## src/rtl/core/serial_link_frame_controller_defines.svh

```systemverilog
// Assertion macros shared by the frame controller RTL.
`ifndef SERIAL_LINK_FRAME_CONTROLLER_DEFINES_SVH
`define SERIAL_LINK_FRAME_CONTROLLER_DEFINES_SVH

// Same-cycle implication, sampled on clk, off while arst_n is low.
`define SLFC_ASSERT_IMPL(label, ante, cons) \
	label: assert property (@(posedge clk) disable iff (!arst_n) (ante) |-> (cons)) \
		else $error("slfc assertion failed");

// Next-cycle implication, sampled on clk, off while arst_n is low.
`define SLFC_ASSERT_NEXT(label, ante, cons) \
	label: assert property (@(posedge clk) disable iff (!arst_n) (ante) |=> (cons)) \
		else $error("slfc assertion failed");

`endif

```

## src/rtl/core/slfc_pkg.sv

```systemverilog
// Types, constants and helpers for the serial link frame controller.
package slfc_pkg;

	localparam int RX_RING_DEPTH = 5;
	localparam int RING_IDX_W    = $clog2(RX_RING_DEPTH);

	localparam logic [7:0] SYNC_A     = 8'hFE;
	localparam logic [7:0] SYNC_B     = 8'hFF;
	localparam logic [7:0] COUNT_WRAP = 8'd254;

	localparam logic [15:0] TIMEOUT_RESET = 16'd2000;
	localparam logic [15:0] PERIOD_RESET  = 16'd500;
	localparam logic [15:0] TICK_MAX      = 16'hFFFF;

	// Transmit frame layout: five payload bytes, checksum, two sync bytes.
	localparam int         PAYLOAD_BYTES = 5;
	localparam int         BEAT_W        = 3;
	localparam logic [2:0] BEAT_CSUM     = 3'd5;
	localparam logic [2:0] BEAT_SYNC_A   = 3'd6;
	localparam logic [2:0] BEAT_SYNC_B   = 3'd7;

	localparam int QUEUE_DEPTH = 4;
	localparam int QPTR_W      = $clog2(QUEUE_DEPTH);
	localparam int QCNT_W      = $clog2(QUEUE_DEPTH + 1);

	typedef enum logic [1:0] {
		OP_BYTE    = 2'd0,
		OP_BUTTONS = 2'd1,
		OP_TICK    = 2'd2
	} opcode_t;

	typedef enum logic {
		REG_TIMEOUT     = 1'b0,
		REG_SEND_PERIOD = 1'b1
	} reg_index_t;

	typedef struct packed {
		logic       camera_on;
		logic       mic_on;
		logic       link_lost;
		logic [5:0] led_red;
		logic [5:0] led_green;
	} status_t;

	typedef struct packed {
		logic                                is_frame;
		logic [PAYLOAD_BYTES-1:0][7:0]       payload;
		status_t                             status;
	} job_t;

	function automatic logic [7:0] bump(input logic [7:0] c);
		logic [7:0] n;
		n = c + 8'd1;
		return (n >= COUNT_WRAP) ? n - COUNT_WRAP : n;
	endfunction

	function automatic status_t make_status(input logic cam, input logic mic,
		input logic lost);
		status_t s;
		s.camera_on = cam;
		s.mic_on    = mic;
		s.link_lost = lost;
		if (lost) begin
			s.led_red   = 6'd0;
			s.led_green = 6'd0;
		end else if (cam && mic) begin
			s.led_red   = 6'd40;
			s.led_green = 6'd20;
		end else if (cam) begin
			s.led_red   = 6'd40;
			s.led_green = 6'd0;
		end else if (mic) begin
			s.led_red   = 6'd20;
			s.led_green = 6'd40;
		end else begin
			s.led_red   = 6'd0;
			s.led_green = 6'd40;
		end
		return s;
	endfunction

endpackage

```

## src/rtl/core/slfc_front.sv

```systemverilog
// Front end: takes input beats, updates link and button state, issues jobs.
module slfc_front (
	input  logic            clk,
	input  logic            arst_n,
	input  logic            accept,
	input  logic [1:0]      opcode,
	input  logic [7:0]      data_byte,
	input  logic [4:0]      button_levels,
	input  logic            wr_en,
	input  logic            wr_index,
	input  logic [15:0]     wr_data,
	output slfc_pkg::job_t  job
);
	import slfc_pkg::*;

	logic [15:0] timeout_q, period_q;

	logic [RX_RING_DEPTH-1:0][7:0] ring_q, ring_n;
	logic [RING_IDX_W-1:0]         pos_q, pos_n;
	logic [7:0]                    prev_q, prev_n;
	logic                          cam_q, cam_n, mic_q, mic_n;
	logic                          cam_req_q, cam_req_n, mic_req_q, mic_req_n;
	logic [7:0]                    plus_q, plus_n, minus_q, minus_n, shot_q, shot_n;
	logic [4:0]                    levels_q, levels_n, rise;
	logic [15:0]                   wd_q, wd_n, send_q, send_n;
	logic                          lost_q, lost_n;
	logic                          send_now;

	always_ff @(posedge clk or negedge arst_n) begin
		if (!arst_n) begin
			timeout_q <= TIMEOUT_RESET;
			period_q  <= PERIOD_RESET;
		end else if (wr_en) begin
			case (wr_index)
				REG_TIMEOUT:     timeout_q <= wr_data;
				REG_SEND_PERIOD: period_q  <= wr_data;
				default:         ;
			endcase
		end
	end

	always_comb begin
		ring_n    = ring_q;
		pos_n     = pos_q;
		prev_n    = prev_q;
		cam_n     = cam_q;
		mic_n     = mic_q;
		cam_req_n = cam_req_q;
		mic_req_n = mic_req_q;
		plus_n    = plus_q;
		minus_n   = minus_q;
		shot_n    = shot_q;
		levels_n  = levels_q;
		wd_n      = wd_q;
		send_n    = send_q;
		lost_n    = lost_q;
		send_now  = 1'b0;
		rise      = button_levels & ~levels_q;
		case (opcode)
			OP_BYTE: begin
				ring_n[pos_q] = data_byte;
				if (prev_q == SYNC_A && data_byte == SYNC_B) begin
					pos_n = '0;
					if ((ring_n[0] ^ ring_n[1]) == ring_n[2]) begin
						wd_n   = '0;
						lost_n = 1'b0;
						cam_n  = |ring_n[0];
						mic_n  = |ring_n[1];
					end
				end else begin
					prev_n = data_byte;
					pos_n  = (pos_q == RING_IDX_W'(RX_RING_DEPTH - 1)) ? '0
						: pos_q + RING_IDX_W'(1);
				end
			end
			OP_BUTTONS: begin
				levels_n = button_levels;
				if (rise[0]) cam_req_n = ~cam_req_q;
				if (rise[1]) mic_req_n = ~mic_req_q;
				if (rise[2]) plus_n    = bump(plus_q);
				if (rise[3]) minus_n   = bump(minus_q);
				if (rise[4]) shot_n    = bump(shot_q);
			end
			OP_TICK: begin
				wd_n   = (wd_q == TICK_MAX) ? wd_q : wd_q + 16'd1;
				send_n = (send_q == TICK_MAX) ? send_q : send_q + 16'd1;
				if (wd_n >= timeout_q) lost_n = 1'b1;
				if (send_n >= period_q) begin
					send_now = 1'b1;
					send_n   = '0;
				end
			end
			default: ;
		endcase

		job.is_frame   = send_now;
		job.payload[0] = {7'd0, cam_req_q};
		job.payload[1] = {7'd0, mic_req_q};
		job.payload[2] = plus_q;
		job.payload[3] = minus_q;
		job.payload[4] = shot_q;
		job.status     = make_status(cam_n, mic_n, lost_n);
	end

	always_ff @(posedge clk or negedge arst_n) begin
		if (!arst_n) begin
			ring_q    <= '0;
			pos_q     <= '0;
			prev_q    <= '0;
			cam_q     <= 1'b0;
			mic_q     <= 1'b0;
			cam_req_q <= 1'b0;
			mic_req_q <= 1'b0;
			plus_q    <= '0;
			minus_q   <= '0;
			shot_q    <= '0;
			levels_q  <= '0;
			wd_q      <= '0;
			send_q    <= '0;
			lost_q    <= 1'b0;
		end else if (accept) begin
			ring_q    <= ring_n;
			pos_q     <= pos_n;
			prev_q    <= prev_n;
			cam_q     <= cam_n;
			mic_q     <= mic_n;
			cam_req_q <= cam_req_n;
			mic_req_q <= mic_req_n;
			plus_q    <= plus_n;
			minus_q   <= minus_n;
			shot_q    <= shot_n;
			levels_q  <= levels_n;
			wd_q      <= wd_n;
			send_q    <= send_n;
			lost_q    <= lost_n;
		end
	end

endmodule

```

## src/rtl/core/slfc_queue.sv

```systemverilog
// Short job queue between the front end and the result sequencer.
`include "serial_link_frame_controller_defines.svh"

module slfc_queue (
	input  logic            clk,
	input  logic            arst_n,
	input  logic            push,
	input  slfc_pkg::job_t  push_job,
	output logic            full,
	input  logic            pop,
	output logic            head_valid,
	output slfc_pkg::job_t  head
);
	import slfc_pkg::*;

	job_t              mem_q [QUEUE_DEPTH];
	logic [QPTR_W-1:0] wr_q, rd_q;
	logic [QCNT_W-1:0] cnt_q;

	assign full       = (cnt_q == QCNT_W'(QUEUE_DEPTH));
	assign head_valid = (cnt_q != '0);
	assign head       = mem_q[rd_q];

	always_ff @(posedge clk) begin
		if (push) mem_q[wr_q] <= push_job;
	end

	always_ff @(posedge clk or negedge arst_n) begin
		if (!arst_n) begin
			wr_q  <= '0;
			rd_q  <= '0;
			cnt_q <= '0;
		end else begin
			if (push)
				wr_q <= (wr_q == QPTR_W'(QUEUE_DEPTH - 1)) ? '0 : wr_q + QPTR_W'(1);
			if (pop)
				rd_q <= (rd_q == QPTR_W'(QUEUE_DEPTH - 1)) ? '0 : rd_q + QPTR_W'(1);
			case ({push, pop})
				2'b10:   cnt_q <= cnt_q + QCNT_W'(1);
				2'b01:   cnt_q <= cnt_q - QCNT_W'(1);
				default: ;
			endcase
		end
	end

	`SLFC_ASSERT_IMPL(a_no_push_full, push, !full)
	`SLFC_ASSERT_IMPL(a_no_pop_empty, pop, head_valid)
	`SLFC_ASSERT_IMPL(a_cnt_bound, 1'b1, cnt_q <= QCNT_W'(QUEUE_DEPTH))

endmodule

```

## src/rtl/core/slfc_back.sv

```systemverilog
// Result sequencer: expands queued jobs into result beats behind a register.
`include "serial_link_frame_controller_defines.svh"

module slfc_back (
	input  logic            clk,
	input  logic            arst_n,
	input  logic            head_valid,
	input  slfc_pkg::job_t  head,
	output logic            pop,
	output logic            result_valid,
	input  logic            result_stall,
	output logic            tx_valid,
	output logic [7:0]      tx_byte,
	output logic            last,
	output logic            camera_on,
	output logic            mic_on,
	output logic            link_lost,
	output logic [5:0]      led_red,
	output logic [5:0]      led_green
);
	import slfc_pkg::*;

	logic [BEAT_W-1:0] beat_q;
	logic              load, beat_last;
	logic [7:0]        beat_byte, csum;

	logic              valid_s1, tx_valid_s1, last_s1;
	logic [7:0]        byte_s1;
	status_t           status_s1;

	always_comb begin
		load      = !valid_s1 || !result_stall;
		beat_last = !head.is_frame || (beat_q == BEAT_SYNC_B);
		pop       = load && head_valid && beat_last;
		csum      = head.payload[0] ^ head.payload[1] ^ head.payload[2]
			^ head.payload[3] ^ head.payload[4];
		if (beat_q < BEAT_CSUM) begin
			beat_byte = head.payload[beat_q];
		end else begin
			case (beat_q)
				BEAT_CSUM:   beat_byte = csum;
				BEAT_SYNC_A: beat_byte = SYNC_A;
				BEAT_SYNC_B: beat_byte = SYNC_B;
				default:     beat_byte = '0;
			endcase
		end
	end

	always_ff @(posedge clk or negedge arst_n) begin
		if (!arst_n) begin
			valid_s1 <= 1'b0;
			beat_q   <= '0;
		end else if (load) begin
			valid_s1 <= head_valid;
			if (head_valid)
				beat_q <= beat_last ? '0 : beat_q + BEAT_W'(1);
		end
	end

	always_ff @(posedge clk) begin
		if (load && head_valid) begin
			tx_valid_s1 <= head.is_frame;
			byte_s1     <= head.is_frame ? beat_byte : 8'd0;
			last_s1     <= beat_last;
			status_s1   <= head.status;
		end
	end

	assign result_valid = valid_s1;
	assign tx_valid     = tx_valid_s1;
	assign tx_byte      = byte_s1;
	assign last         = last_s1;
	assign camera_on    = status_s1.camera_on;
	assign mic_on       = status_s1.mic_on;
	assign link_lost    = status_s1.link_lost;
	assign led_red      = status_s1.led_red;
	assign led_green    = status_s1.led_green;

	`SLFC_ASSERT_IMPL(a_mid_frame, beat_q != '0, head_valid && head.is_frame)
	`SLFC_ASSERT_IMPL(a_last_sync, valid_s1 && tx_valid_s1 && last_s1, byte_s1 == SYNC_B)
	`SLFC_ASSERT_NEXT(a_idle_byte, load && head_valid && !head.is_frame,
		byte_s1 == 8'd0 && last_s1)

endmodule

```

## src/rtl/core/serial_link_frame_controller.sv

```systemverilog
// Top level of the serial link frame controller.
//
//  channel  | handshake                  | payload
//  ---------+----------------------------+------------------------------------------
//  item     | item_valid / item_stall    | opcode, data_byte, button_levels
//  result   | result_valid / result_stall| tx_valid, tx_byte, last, camera_on,
//           |                            | mic_on, link_lost, led_red, led_green
//  config   | wr_en (no wait)            | wr_index, wr_data
//
// Cycles: the front end takes one item beat per clock while the queue is not full and
// updates all state in that cycle. Each item yields one result beat, or eight for a
// transmit frame; the sequencer drives one result beat per clock unless result_stall
// holds it, so frames set the output-side rate. A four-entry job queue sits between
// the two; item_stall rises only when it is full. Accepted items pass through the queue
// into the output register. Reset: arst_n clears control state at once, not queue or
// result data; no clearing pass. Reset values: timeout 2000, send period 500 ticks.
module serial_link_frame_controller (
	input  logic        clk,
	input  logic        arst_n,
	// item channel
	input  logic        item_valid,
	output logic        item_stall,
	input  logic [1:0]  opcode,
	input  logic [7:0]  data_byte,
	input  logic [4:0]  button_levels,
	// result channel
	output logic        result_valid,
	input  logic        result_stall,
	output logic        tx_valid,
	output logic [7:0]  tx_byte,
	output logic        last,
	output logic        camera_on,
	output logic        mic_on,
	output logic        link_lost,
	output logic [5:0]  led_red,
	output logic [5:0]  led_green,
	// register writes
	input  logic        wr_en,
	input  logic        wr_index,
	input  logic [15:0] wr_data
);
	import slfc_pkg::*;

	logic  accept, q_full, q_pop, q_head_valid;
	job_t  new_job, q_head;

	// item is taken whenever the queue has a free entry
	assign item_stall = q_full;
	assign accept     = item_valid && !q_full;

	slfc_front u_front (
		.clk           (clk),
		.arst_n        (arst_n),
		.accept        (accept),
		.opcode        (opcode),
		.data_byte     (data_byte),
		.button_levels (button_levels),
		.wr_en         (wr_en),
		.wr_index      (wr_index),
		.wr_data       (wr_data),
		.job           (new_job)
	);

	slfc_queue u_queue (
		.clk        (clk),
		.arst_n     (arst_n),
		.push       (accept),
		.push_job   (new_job),
		.full       (q_full),
		.pop        (q_pop),
		.head_valid (q_head_valid),
		.head       (q_head)
	);

	// expands each job into its result beats; holds the output register
	slfc_back u_back (
		.clk          (clk),
		.arst_n       (arst_n),
		.head_valid   (q_head_valid),
		.head         (q_head),
		.pop          (q_pop),
		.result_valid (result_valid),
		.result_stall (result_stall),
		.tx_valid     (tx_valid),
		.tx_byte      (tx_byte),
		.last         (last),
		.camera_on    (camera_on),
		.mic_on       (mic_on),
		.link_lost    (link_lost),
		.led_red      (led_red),
		.led_green    (led_green)
	);

endmodule
```

## config.mk

```make
export PLATFORM = sky130hd
export DESIGN_NAME = serial_link_frame_controller
export DESIGN_NICKNAME = d
export VERILOG_FILES = /design/src/rtl/core/slfc_pkg.sv /design/src/rtl/core/slfc_front.sv /design/src/rtl/core/slfc_queue.sv /design/src/rtl/core/slfc_back.sv /design/src/rtl/core/serial_link_frame_controller.sv
export VERILOG_INCLUDE_DIRS = /design/src /design/src/rtl/core
export SDC_FILE = /design/constraint.sdc
export NUM_CORES = 1
export LEC_CHECK = 0
export BUFFER_PORTS_ARGS = -buffer_cell sky130_fd_sc_hd__buf_2
export CAP_MARGIN = 20
export CORE_UTILIZATION = 40
export CTS_CLUSTER_SIZE = 24
export DETAILED_ROUTE_END_ITERATION = 6
export PLACE_DENSITY = 0.55
export SETUP_SLACK_MARGIN = 0.3
export SLEW_MARGIN = 20
export SYNTH_ARGS = -nofsm -noshare
export SYNTH_HDL_FRONTEND = slang
export SYNTH_SLANG_ARGS = --single-unit
```

## constraint.sdc

```tcl
create_clock -name clk -period 4.51 [get_ports clk]
set_input_delay 0.2255 -clock clk [delete_from_list [all_inputs] [get_ports clk]]
set_output_delay 0.2255 -clock clk [all_outputs]
set_load 0.01 [all_outputs]
```

After elaboration in Yosys (flattened, before gate mapping). Memories as Yosys holds them, arrays and structs flattened. Cells that the tools add are included.

$add $sub $neg: 14. $lt $le $gt $ge: 9. Eq/ne operators: 18. Multiplexer cells: 40. Bitwise logic cells: 11. Reduce and logical (&&, ||, !) cells: 31.

Operators by type and width (count): $mux W16 (5); $mux W8 (6); $bwmux W40 (1); $xor A8 B8 Y8 (5); $mux W12 (3); $add A16 B1 Y16 const B (2); $eq A16 B16 Y1 const B (2); $ge A16 B16 Y1 (2); $pmux W16 S2 (1); $add A8 B1 Y8 const B (3); $bmux W8 S3 (1); $demux W8 S3 (1); $ge A8 B8 Y1 const B (3); $pmux W8 S3 (1); $sub A8 B8 Y8 const B (3); $reduce_and A3 Y1 (6); $eq A8 B8 Y1 const B (2); $reduce_or A8 Y1 (2); $eq A3 B3 Y1 const B (5); $mux W1 (13); $reduce_and A2 Y1 (6); $mux W11 (1); $add A3 B1 Y3 const B (3); $mux W3 (3); 22 further kinds (43).

Flip-flop bits (word level): 185. Memory bits (writable): 168. Bits of input ports: 37. Output and inout port bits: 27. Logic and storage cells: 157. Memories kept: 1.

Memory list: u_queue.mem_q (words 4, width 42, read ports 1, clocked after memory_dff 0, wr ports 1, RTL line slfc_queue.sv:16) `job_t mem_q [QUEUE_DEPTH];`.

Longest topological paths before layout.
Depth after elaboration: 14. Gate-level depth with buffers: 17. Depth with buffers taken out: 16.

By module. A second synthesis with hierarchy kept.

Cells, all modules: 1340. Area total of the unflattened synthesis: 18496.5 um2.

Modules (own cells, without submodules): slfc_queue (instances 1, cells each 328, area each 8516.9 um2, sequential area each 6901.6 um2); slfc_front (instances 1, cells each 870, area each 8205.4 um2, sequential area each 3343.2 um2); slfc_back (instances 1, cells each 141, area each 1760.4 um2, sequential area each 850.8 um2); serial_link_frame_controller (instances 1, cells each 1, area each 13.8 um2, sequential area each 0.0 um2).

Least setup slack after synthesis. No wires, ideal clock.

Path kind: register to register. Start point: reg u_front.wd_q[0]. End point: mem u_queue.mem_q[0][4] (netlist name) (data pin). Setup time: 0.209 ns. Arrival time: 3.869 ns. Data required time: 4.301 ns. Setup slack: 0.432 ns. Stages on the path, launching flop included: 17. Buffers on the path: 0. Clock period less this slack: 4.078 ns. Cells stage by stage: dfrtp_1 -> ha_1 -> nand3_1 -> nor4_2 -> nor2_1 -> and3_1 -> and3_1 -> xor2_1 -> ha_1 -> a21o_1 -> a21o_1 -> a211o_1 -> a2111oi_0 -> o31ai_1 -> nand2_1 -> o21ai_1 -> nor3b_1.

RTL lines: start: declaration (RTL line slfc_front.sv:25) `logic [15:0] wd_q, wd_n, send_q, send_n;`; start signal: assignment (RTL line slfc_front.sv:133) `wd_q <= wd_n;`; end: declaration (RTL line slfc_queue.sv:16).

==> impl_results.rst <==
.. list-table::
   :header-rows: 1

   * - Metric
     - Value
   * - Hold Crit Depth
     - 2
   * - Detail Route Antenna Nets
     - 0
   * - End of the worst hold path
     - u_front.ring_q[10]
   * - Worst vdd ir
     - 363 µV
   * - Final period utilization
     - 0.878
   * - CTS clk-pin slew, worst paths
     - 0.06 ns
   * - Number of slew-limit violations in the final report
     - 0
   * - Global placer's final weighted congestion
     - 0.781
   * - Buffers from clock root to sink, at most
     - 3
   * - Area overhead of the layout relative to synthesis
     - 14.5%
   * - Quantity of I/O buffers inserted on ports
     - 59
   * - # diodes
     - 0
   * - Minimum period implied by the final worst setup slack
     - 3.96 ns
   * - Syn Inst Count
     - 1,173
   * - Part of the Yosys area used for sequential elements
     - 0.559
   * - Starting utilization of the core area
     - 0.410
   * - Top fanout value on the critical path
     - 7
   * - Arrival @ worst endpoint
     - 4.30 ns
   * - Skew-Pair Late Insertion Delay
     - 0.52 ns
   * - Crit path cell chain
     - and3_1 > nand3_2 > nor4_4 > nor2_2 > and3_1 > and3_1 > xor2_1 > ha_1 > a21o_1 > a21o_1 > a211o_1 > a2111oi_4 > o31ai_2 > nand2_1 > o21ai_1 > buf_4 > nor3_4
   * - PwrDens
     - 595 mW/mm²
   * - R2r worst-path depth
     - 17
   * - Average detailed-routed wire length per instance
     - 17.7 µm
   * - Worst reg2reg endpoint
     - u_queue.mem_q[0][10]
   * - Total global routing track utilization
     - 0.170
   * - Via-to-Cell Ratio
     - 5.27
   * - Hold Violations, Final
     - 0
   * - Outcome
     - finished, final reports clean
   * - Placement Rows
     - 69
   * - Area of the die
     - 0.0375 mm²
   * - Area contributors post-synth
     - sky130_fd_sc_hd__edfxtp_1 31%, sky130_fd_sc_hd__dfrtp_1 22%, sky130_fd_sc_hd__mux4_2 5.2%, sky130_fd_sc_hd__mux2_2 4.9%, sky130_fd_sc_hd__ha_1 4.6%
   * - Setup repair after global routing missed its margin
     - false
   * - Routed vias
     - 9,205
   * - Most Crowded Layer GR
     - met2
   * - Post-synth ARST share
     - 0.485
   * - Clock root buffer
     - sky130_fd_sc_hd__clkbuf_16
   * - Number of iterations in the first detailed-routing pass
     - 5
   * - Worst endpoint required time
     - 4.85 ns
   * - Most common cell after layout, fill and taps aside
     - sky130_fd_sc_hd__edfxtp_1
   * - First-pass GRT wire length
     - 51,000 µm
   * - Cell Count Post-Placement
     - 1,660
   * - Delay of the slowest cell on the worst path
     - 0.41 ns
   * - Synth Area per Inst
     - 12.5 µm²
   * - I/O pin total
     - 64
   * - GR Util met2
     - 0.279
   * - Number of global-route vias before repair
     - 9,320
   * - Vert. Die Dim
     - 194 µm
   * - Normalized max-slew margin
     - 0.335
   * - Level count of the clock H-tree
     - 2
   * - Number of remaining DRC errors
     - 0
   * - Final WS setup
     - 0.551 ns
   * - Remaining Overflow, GRT
     - 0
   * - Slew at the pin closest to its max-slew limit
     - 0.997 ns
   * - Floorplan die width
     - 194 µm
   * - Crit path kind
     - flip-flop to flip-flop
   * - Clock tree from TritonCTS
     - done
   * - Class of the worst hold path
     - primary input to flip-flop
   * - Cell with the most instances on the worst path
     - sky130_fd_sc_hd__and3_1
   * - Number of nets at the end of the flow
     - 1,354
   * - Synth Warn #
     - 0
   * - Detailed placement HPWL
     - 20,400 µm
   * - Count of unique library cells instantiated by Yosys
     - 74
   * - Aggregate routed wire length
     - 31,000 µm
   * - Initial antenna violation count
     - 0
   * - Startpoint of the worst hold path
     - data_byte[2]
   * - Number of non-filler instances in the completed layout
     - 1,748
   * - Worst clock skew
     - 0.0145 ns
   * - Leak pwr
     - 6.76 nW
   * - Largest net degree at the start of global routing
     - 82
   * - Synthesized cell area
     - 0.0147 mm²
   * - Maximum capacitance violations
     - 0
   * - Reg-to-reg startpoint
     - u_front.wd_q[3]
   * - Sum of negative setup slack
     - 0 ns
   * - Total CTS buffers
     - 34
   * - Core area
     - 0.0358 mm²
   * - Endpoint type of the worst setup path
     - flip-flop
   * - Share of the core filled with cells in the final layout
     - 0.470
   * - Proportion of netlist area held by the largest area contributor
     - 0.312
   * - Flops & latches, synth
     - 297
   * - Library cell occupying the most area in the post-synthesis netlist
     - sky130_fd_sc_hd__edfxtp_1
   * - Flop-to-flop setup slack
     - 0.55 ns
   * - Number of synthesized flops with an enable pin
     - 153
   * - Pre-CTS WS
     - 0.184 ns
   * - Highest Clock Rate
     - 0.253 GHz
   * - Post-synth top flop
     - sky130_fd_sc_hd__edfxtp_1
   * - Met3 routing resource usage after global routing
     - 0.0249
   * - Clock Sink Count
     - 297
   * - Layout cell share with drive strength beyond 1
     - 0.212
   * - Cell with the largest stage delay on the worst path
     - sky130_fd_sc_hd__dfrtp_2
   * - Most used cells in the layout excluding fill and tap cells
     - 153 x sky130_fd_sc_hd__edfxtp_1, 128 x sky130_fd_sc_hd__dfrtp_1, 97 x sky130_fd_sc_hd__nand2_1, 85 x sky130_fd_sc_hd__o21ai_0, 64 x sky130_fd_sc_hd__mux2_2
   * - Iter 0 DRT Violations
     - 485
   * - Kind of start point of the critical path
     - flip-flop
   * - Grt met1 use
     - 0.234
   * - Setup violation total in the final timing report
     - 0
   * - Worst-case hold slack
     - 0.113 ns
==> worst max-delay path: cells and delay by family (launching register included) <==
kind	cells	cell delay (ns)
flops	1	0.41
simple gates	8	1.50
buf+inv	1	0.21
xor+xnor	1	0.15
compound gates	6	1.23
fa+ha+maj	1	0.29
==> metrics by stage <==
stage	power (mW)	cell area [µm²]
after floorplan	6.57	14700
after global placement	7.38	15400
after detailed placement	7.45	15400
after CTS	10.1	16700
after global routing	10.7	16800
final	10.0	16800
==> how the worst max path moves through the flow <==
| stage | to | cells past startpoint | startpoint |
|---|---|---|---|
| CTS | u_queue.mem_q[2][10] | 17 | u_front.wd_q[8] |
| floorplan | u_queue.mem_q[0][4] | 16 | u_front.wd_q[0] |
| detailed placement | u_queue.mem_q[3][4] | 16 | u_front.wd_q[0] |
| global placement | u_queue.mem_q[0][11] | 17 | u_front.wd_q[0] |
| finish | u_queue.mem_q[0][10] | 17 | u_front.wd_q[3] |
| global route | u_queue.mem_q[2][10] | 17 | u_front.wd_q[4] |
==> cell usage after synthesis, drive strengths merged (12+ instances only) <==
master  instances
nor3           17
nor2b          12
ha             54
nor2           52
inv            57
a22o           15
nand3          35
buf            26
and3           18
mux2           65
a21o           16
dfrtp         132
xor2           48
o21ai          88
nand2b         12
and2           13
mux2i          15
mux4           34
xnor2          37
edfxtp        153
dfstp          12
nand2          98
clkbuf         22
a21oi          27
==> kinds of logic after synthesis <==
family,count (synthesis),synth area share
compound gates,205,0.0900
buf+inv,106,0.0322
flops,297,0.559
xor+xnor,85,0.0506
mux,114,0.113
simple gates,310,0.108
fa+ha+maj,55,0.0473
other cells,1,0.000255
==> metal layers <==
layer / part of all wire / vias to the layer above / wire (µm)
met2: 0.47 / 134 / 14700
met3: 0.032 / 47 / 977
met1: 0.47 / 4531 / 14700
li1: - / 4493 / -
met5: 0 / - / 0
met4: 0.020 / 0 / 635
==> report_power, final <==
part | internal (mW) | switching (mW)
registers | 3.65 | 0.582
logic | 1.49 | 1.67
clock network | 1.54 | 1.08
==> sequential cells by signal, indices dropped and copies added, names as in the netlist, 2 cells and up <==
| register | flops |
|---|---|
| u_front.period_q | 16 |
| u_front.pos_q | 3 |
| u_queue.rd_q | 2 |
| u_queue.cnt_q | 3 |
| u_front.ring_q | 24 |
| u_front.prev_q | 8 |
| u_back.led_red | 2 |
| u_back.beat_q | 3 |
| u_front.wd_q | 16 |
| u_queue.wr_q | 2 |
| u_back.tx_byte | 8 |
| u_front.levels_q | 5 |
| u_queue.mem_q | 136 |
| u_front.plus_q | 8 |
| u_back.led_green | 2 |
| u_front.timeout_q | 16 |
| u_front.shot_q | 8 |
| u_front.send_q | 16 |
| u_front.minus_q | 8 |
==> layout make-up <==
cell class	count	area, µm²
clock buffers	48	955
fillers	3183	19000
repair buffers	98	652
inverters	58	218
well taps	461	577
clock inverters	13	96.3
flip-flops and latches	297	8220
multi-input cells	773	6120
==> what timing repair did <==
| action | in CTS | in global routing |
|---|---|---|
| gates resized for setup | 2 | 16 |
| hold buffers | 23 | 0 |
| pin swaps | 1 | 1 |
| buffers inserted | 1 | 3 |
| endpoints found under the setup margin | 16 | 22 |
| endpoints found under the hold margin | 117 | 0 |
Power figures use the tool's default switching activity.
